[src/sv/meaq_pkg.sv]
// Shared types and constants for the pointer event aggregator queue.
// No dependencies; imported by every module of the block.
package meaq_pkg;

    localparam int QUEUE_DEPTH  = 64;
    localparam int BUTTON_COUNT = 8;
    localparam int PTR_W        = (QUEUE_DEPTH > 1) ? $clog2(QUEUE_DEPTH) : 1;

    localparam int S_TDATA_W = 152;
    localparam int S_TUSER_W = 3;
    localparam int M_TDATA_W = 280;
    localparam int M_TUSER_W = 1;

    typedef enum logic [2:0] {
        ACT_MOTION  = 3'd0,
        ACT_BUTTON  = 3'd1,
        ACT_WHEEL   = 3'd2,
        ACT_SET_POS = 3'd3,
        ACT_POLL    = 3'd4
    } action_t;

    typedef enum logic {
        ST_IDLE,
        ST_RESP
    } state_t;

    typedef logic [PTR_W-1:0]        ptr_t;
    typedef logic [BUTTON_COUNT-1:0] btn_mask_t;

    typedef struct packed {
        logic [7:0]  wheel;
        logic [7:0]  buttons;
        logic [31:0] dy;
        logic [31:0] dx;
        logic [31:0] y;
        logic [31:0] x;
    } ring_entry_t;

    typedef struct packed {
        logic        we;
        ptr_t        waddr;
        ring_entry_t wdata;
        logic        re;
        ptr_t        raddr;
    } ram_req_t;

    typedef struct packed {
        action_t            action;
        logic signed [31:0] move_dx;
        logic signed [31:0] move_dy;
        logic [7:0]         button_index;
        logic               button_down;
        logic signed [7:0]  wheel_step;
        logic signed [31:0] new_x;
        logic signed [31:0] new_y;
    } item_t;

    // Member order is MSB first, so event_x ends up in the lowest bits.
    typedef struct packed {
        logic [7:0]         buttons_now;
        logic signed [31:0] last_dy;
        logic signed [31:0] last_dx;
        logic signed [31:0] current_y;
        logic signed [31:0] current_x;
        logic [7:0]         event_buttons;
        logic signed [7:0]  event_wheel;
        logic signed [31:0] event_dy;
        logic signed [31:0] event_dx;
        logic signed [31:0] event_y;
        logic signed [31:0] event_x;
    } result_t;

endpackage

[src/sv/meaq_core.sv]
// Item sequencer: position, deltas, button mask and ring pointers.
// Issues ring writes and reads; depends on meaq_pkg.
module meaq_core
    import meaq_pkg::*;
(
    input  logic        aclk,
    input  logic        aresetn,
    input  logic        in_valid,
    input  item_t       in_item,
    output logic        in_ready,
    input  logic        out_free,
    output logic        res_valid,
    output logic        res_event_valid,
    output result_t     res,
    output ram_req_t    ram_req,
    input  ring_entry_t ram_rdata
);

    localparam ptr_t LAST_PTR = ptr_t'(QUEUE_DEPTH - 1);

    state_t      st_reg, st_next;
    logic [31:0] pos_x_reg, pos_x_next;
    logic [31:0] pos_y_reg, pos_y_next;
    logic [31:0] last_dx_reg, last_dx_next;
    logic [31:0] last_dy_reg, last_dy_next;
    btn_mask_t   held_reg, held_next;
    ptr_t        wr_reg, wr_next;
    ptr_t        rd_reg, rd_next;
    logic        hit_reg, hit_next;

    ptr_t        wr_adv, rd_adv;
    logic        push_en;
    logic [31:0] push_dx, push_dy;
    logic [7:0]  push_wheel;
    btn_mask_t   btn_bit;

    always_ff @(posedge aclk) begin
        if (!aresetn) begin
            st_reg      <= ST_IDLE;
            pos_x_reg   <= '0;
            pos_y_reg   <= '0;
            last_dx_reg <= '0;
            last_dy_reg <= '0;
            held_reg    <= '0;
            wr_reg      <= '0;
            rd_reg      <= '0;
            hit_reg     <= 1'b0;
        end else begin
            st_reg      <= st_next;
            pos_x_reg   <= pos_x_next;
            pos_y_reg   <= pos_y_next;
            last_dx_reg <= last_dx_next;
            last_dy_reg <= last_dy_next;
            held_reg    <= held_next;
            wr_reg      <= wr_next;
            rd_reg      <= rd_next;
            hit_reg     <= hit_next;
        end
    end

    assign wr_adv  = (wr_reg == LAST_PTR) ? '0 : wr_reg + ptr_t'(1);
    assign rd_adv  = (rd_reg == LAST_PTR) ? '0 : rd_reg + ptr_t'(1);
    assign btn_bit = btn_mask_t'(1) << in_item.button_index;

    always_comb begin
        st_next      = st_reg;
        pos_x_next   = pos_x_reg;
        pos_y_next   = pos_y_reg;
        last_dx_next = last_dx_reg;
        last_dy_next = last_dy_reg;
        held_next    = held_reg;
        wr_next      = wr_reg;
        rd_next      = rd_reg;
        hit_next     = hit_reg;
        push_en      = 1'b0;
        push_dx      = '0;
        push_dy      = '0;
        push_wheel   = '0;
        ram_req      = '0;
        in_ready     = 1'b0;
        res_valid    = 1'b0;

        unique case (st_reg)
            ST_IDLE: begin
                in_ready = 1'b1;
                if (in_valid) begin
                    st_next  = ST_RESP;
                    hit_next = 1'b0;
                    case (in_item.action)
                        ACT_MOTION: begin
                            pos_x_next   = pos_x_reg + in_item.move_dx;
                            pos_y_next   = pos_y_reg + in_item.move_dy;
                            last_dx_next = in_item.move_dx;
                            last_dy_next = in_item.move_dy;
                            push_en      = 1'b1;
                            push_dx      = in_item.move_dx;
                            push_dy      = in_item.move_dy;
                        end
                        ACT_BUTTON: begin
                            if (32'(in_item.button_index) < BUTTON_COUNT) begin
                                held_next = in_item.button_down ? (held_reg | btn_bit)
                                                                : (held_reg & ~btn_bit);
                                push_en   = 1'b1;
                            end
                        end
                        ACT_WHEEL: begin
                            push_en    = 1'b1;
                            push_wheel = in_item.wheel_step;
                        end
                        ACT_SET_POS: begin
                            pos_x_next = in_item.new_x;
                            pos_y_next = in_item.new_y;
                        end
                        ACT_POLL: begin
                            if (rd_reg != wr_reg) begin
                                hit_next       = 1'b1;
                                ram_req.re     = 1'b1;
                                ram_req.raddr  = rd_reg;
                                rd_next        = rd_adv;
                            end
                        end
                        default: ;
                    endcase

                    // full ring drops the event
                    if (push_en && (wr_adv != rd_reg)) begin
                        ram_req.we            = 1'b1;
                        ram_req.waddr         = wr_reg;
                        ram_req.wdata.x       = pos_x_next;
                        ram_req.wdata.y       = pos_y_next;
                        ram_req.wdata.dx      = push_dx;
                        ram_req.wdata.dy      = push_dy;
                        ram_req.wdata.wheel   = push_wheel;
                        ram_req.wdata.buttons = 8'(held_next);
                        wr_next               = wr_adv;
                    end
                end
            end
            ST_RESP: begin
                res_valid = 1'b1;
                if (out_free) begin
                    st_next = ST_IDLE;
                end
            end
            default: st_next = ST_IDLE;
        endcase
    end

    always_comb begin
        res                 = '0;
        res_event_valid     = hit_reg;
        if (hit_reg) begin
            res.event_x       = ram_rdata.x;
            res.event_y       = ram_rdata.y;
            res.event_dx      = ram_rdata.dx;
            res.event_dy      = ram_rdata.dy;
            res.event_wheel   = ram_rdata.wheel;
            res.event_buttons = ram_rdata.buttons;
        end
        res.current_x   = pos_x_reg;
        res.current_y   = pos_y_reg;
        res.last_dx     = last_dx_reg;
        res.last_dy     = last_dy_reg;
        res.buttons_now = 8'(held_reg);
    end

endmodule
[config.mk]
export PLATFORM = sky130hd
export DESIGN_NAME = meaq_core
export DESIGN_NICKNAME = d
export VERILOG_FILES = /design/src/sv/meaq_pkg.sv /design/src/sv/meaq_core.sv
export SDC_FILE = /design/constraint.sdc
export NUM_CORES = 1
export LEC_CHECK = 0
export ABC_AREA = 1
export CORE_AREA = 3 3 287 289
export CTS_BUF_LIST = sky130_fd_sc_hd__clkbuf_8 sky130_fd_sc_hd__clkbuf_16
export CTS_CLUSTER_DIAMETER = 40
export CTS_CLUSTER_SIZE = 10
export DETAILED_ROUTE_END_ITERATION = 8
export DIE_AREA = 0 0 290 292
export DONT_BUFFER_PORTS = 1
export GPL_ROUTABILITY_DRIVEN = 0
export SYNTH_ARGS = -nofsm -noshare
export SYNTH_HDL_FRONTEND = slang
export SYNTH_SLANG_ARGS = --single-unit
[constraint.sdc]
create_clock -name aclk -period 1.87 [get_ports aclk]
set_clock_uncertainty 0.15 [all_clocks]
set_input_delay 0.0935 -clock aclk [delete_from_list [all_inputs] [get_ports aclk]]
set_output_delay 0.0935 -clock aclk [all_outputs]
set_load 0.02 [all_outputs]
==> run_results.csv <==
group,metric,value,unit
route,first_iter_violations,1481,
logic_synthesis,muxShareOfSynthArea,0,%
logic_synthesis,synthArstFlopShare,0,%
worst_setup_path,critPathLaunch,"in_item[113]",
worst_setup_path,cp.arrival,2530,ps
clock_tree,root_buffer,"clkbuf_16",
sta,report.final.hold_viol_count,2,
global_routing,grt.overflow.total,0,
logic_synthesis,ys_seq_elements,150,
route,finalWirelength,99.9,mm
cells_and_area,drive_above_1_share,41.0,%
logic_synthesis,synth_area_leaders,"nand2_1 26%, dfxtp_1 21%, inv_1 14%, a21oi_1 7.4%, nor2_1 7.2%",
power_and_ir_drop,switching_power,4.90,mW
power_and_ir_drop,irDropWorstVdd,0.655,mV
route,vias_per_cell,4.59,
worst_setup_path,worstReg2RegStart,"wr_reg[1]",
placed_design,dp_hpwl,77.1,mm
floorplan,rows,104,
cells_and_area,fin_util,33.0,%
clock_tree,clock-sinks,150,
logic_synthesis,synth_top_family_by_area,"simple AND/OR/NAND/NOR gates",
clock_tree,clkLatencyLatePin,500,ps
sta,setup_ws,-908,ps
sta,finalSetupViolations,227,
logic_synthesis,ys_types,34,
logic_synthesis,ys_top_cells_by_count,"976 x nand2_1, 516 x inv_1, 268 x nor2_1",
sta,whs,-21.0,ps
logic_synthesis,synth_area,0.0140,mm^2
global_routing,grt_pass1_vias,17858,
global_routing,grt_pass1_wl,133,mm
worst_setup_path,critPathKind,"input port to primary output",
logic_synthesis,synth_most_common_cell,"nand2_1",
global_routing,grt_max_degree,56,
worst_setup_path,startpoint_type,"input port",
floorplan,boundaryPins,737,
global_routing,grt_use_total,21.7,%
clock_tree,cts-buffers-inserted,17,
power_and_ir_drop,power_density,470,mW/mm^2
clock_tree,clockBufferDepth,2,
floorplan,fp.dieArea,0.0847,mm^2
cells_and_area,nNetsFinal,3509,
power_and_ir_drop,swShare,39.4,%
sta,maxSlewHeadroom,60.0,%
placed_design,pre_cts_ws,-401,ps
logic_synthesis,synth_top_area_share,26.2,%
run_status,failed_checks,"negative hold slack, negative setup slack",
global_routing,antenna_found_initial,31,
sta,worstMarginPinSlew,599,ps
clock_tree,cts_tree,"yes",
power_and_ir_drop,leakage,12.4,nW
run_status,outcome,"finished with violations",
route,drt_pass1_iterations,6,
logic_synthesis,ys_seq_area_share,21.5,%
worst_hold_path,hold_path.class,"input port to flop",
route,wl_per_cell,23.5,um
logic_synthesis,synth_edf_count,0,
sta,period_share,149,%
logic_synthesis,synthXorXnorAreaFrac,0.501,%
floorplan,start_util,17.4,%
placed_design,io_buffers,0,
clock_tree,htreeDepth,4,
sta,min_period,2780,ps
run,drv_cap,0,
logic_synthesis,synth_largest_area_cell,"nand2_1",
logic_synthesis,yosys_warnings,0,
logic_synthesis,synth_compound_area_share,12.6,%
power_and_ir_drop,p_seq_share,27.9,%
route,vias,19495,
logic_synthesis,synthCells,2634,
cells_and_area,fillCellCount,8358,
sta,rsz0062_at_grt,"yes",
worst_setup_path,cp_max_fo,3,
route,drc,0,
floorplan,dieWidth,290,um
floorplan,fp.dieH,292,um
power_and_ir_drop,p_clk_share,31.1,%
worst_setup_path,crit_required,1630,ps
power_and_ir_drop,comb_power_share,41.0,%
worst_hold_path,worstHoldStart,"in_item[81]",
logic_synthesis,yosys.area_share.simple,42.1,%
logic_synthesis,avgSynthCellArea,5.31,um^2
sta,max_freq,360,MHz
sta,slew_violations,0,
worst_setup_path,cp-end-kind,"primary output",
logic_synthesis,synth_fp_nets,2996,
floorplan,core,0.0802,mm^2
logic_synthesis,synthAdderAreaFrac,6.01,%
route,ant_nets,0,
cells_and_area,syn2layout_area_growth,88.9,%
clock_tree,clkSlewWorstSetupHoldPaths,90,ps
power_and_ir_drop,p_int,7.51,mW
logic_synthesis,synthFlopType,"dfxtp_1",
-- layout by cell type, fill, tap and decap left out, types with 10 or more instances in the layout --
cell type	count
buf_8	10
a21oi_4	41
o21ai_0	43
nor2_4	139
a21oi_1	126
a22o_1	14
a21oi_2	40
clkinvlp_4	18
buf_6	116
ha_1	11
dfxtp_4	22
buf_16	11
nand3_4	47
dlygate4sd3_1	136
nand2_2	122
nand3_1	38
ha_4	49
buf_12	50
inv_1	455
nand3_2	86
clkbuf_16	26
nand2_4	60
nand4_1	12
diode_2	25
nor2_2	40
dfxtp_2	46
o211ai_1	20
nand2_1	791
inv_2	37
inv_4	10
nor2_1	91
buf_4	262
dfxtp_1	82
-- routing by layer --
layer / wire, um / GRT usage (%)
met5: 371 / 2.83
met4: 2060 / 4.79
met3: 13000 / 10.8
met2: 40800 / 30.1
met1: 43600 / 29.4
-- area by class of cell --
cell class	count	area [um^2]	share of cell area, %
Multi-Input combinational cell	1865	13000	49.1
Timing Repair Buffer	592	6260	23.7
Sequential cell	150	3140	11.9
Inverter	520	2050	7.77
Tap cell	1060	1330	5.02
Clock buffer	20	489	1.85
Clock inverter	11	111	0.422
Antenna cell	25	62.6	0.237
Timing Repair inverter	1	11.3	0.0426
-- per-stage QoR --
| step | hold slack (ps) | TNS, ps | power, mW | instances | instance area [um^2] |
|---|---|---|---|---|---|
| CTS | -386 | -150470 | 11.9 | 4179 | 24100 |
| floorplan | 135 | -6290 | 5.67 | 2634 | 16100 |
| global placement | 59.5 | -54300 | 7.09 | 3970 | 20200 |
| finish | -21.0 | -140070 | 12.4 | 4244 | 26400 |
| global route | -26.5 | -166610 | 13.0 | 4232 | 26400 |
| detailed placement | 60.3 | -58760 | 7.12 | 3970 | 20200 |
-- critical path: stages --
cell	delay, ps
dlygate4sd3_1	720
ha_4	220
inv_2	40
fa_2	350
inv_2	110
nand3_2	90
nand3_4	110
buf_6	110
nor2_2	30
o211ai_1	190
o211ai_1	170
nor2_2	150
buf_6	130
-- power by group through the flow --
stage          clock network (mW)  logic, mW  registers, mW
6_report                     3.86       5.09           3.46
5_1_grt                      4.07       5.44           3.47
4_1_cts                      4.01       4.45           3.45
3_5_place_dp                    0       3.59           3.52
3_3_place_gp                    0       3.58           3.52
2_1_floorplan                   0       2.05           3.63
-- path summary, 6_finish.rpt --
kind,slack (ps),endpoint,cells after the start
setup / recovery,-910,ram_req[11],13
hold / removal,-20,pos_y_reg[0],6
setup reg to reg,-630,wr_reg[4],19
hold reg to reg,410,last_dy_reg[1],2
-- repair_timing --
action | 4_1_cts | 5_1_grt
gates cloned | 9 | 8
buffers inserted | 37 | 47
hold endpoints to repair | 150 | 9
setup endpoints to repair | 304 | 354
pin swaps | 112 | 218
hold buffers | 136 | 2
resized for setup | 369 | 469
-- logic make-up (layout without fill, tap and decap cells) --
| kind of cell | after synthesis | in the layout |
|---|---|---|
| and+or+nand+nor | 1469 | 1470 |
| buffers and inverters | 620 | 1144 |
| adders and majority gates | 66 | 66 |
| DFF | 150 | 150 |
| AOI/OAI and AO/OA | 321 | 321 |
| other | 0 | 25 |
| xor gates and xnor gates | 8 | 8 |
Note: power is estimated with default switching activity, not from simulation.
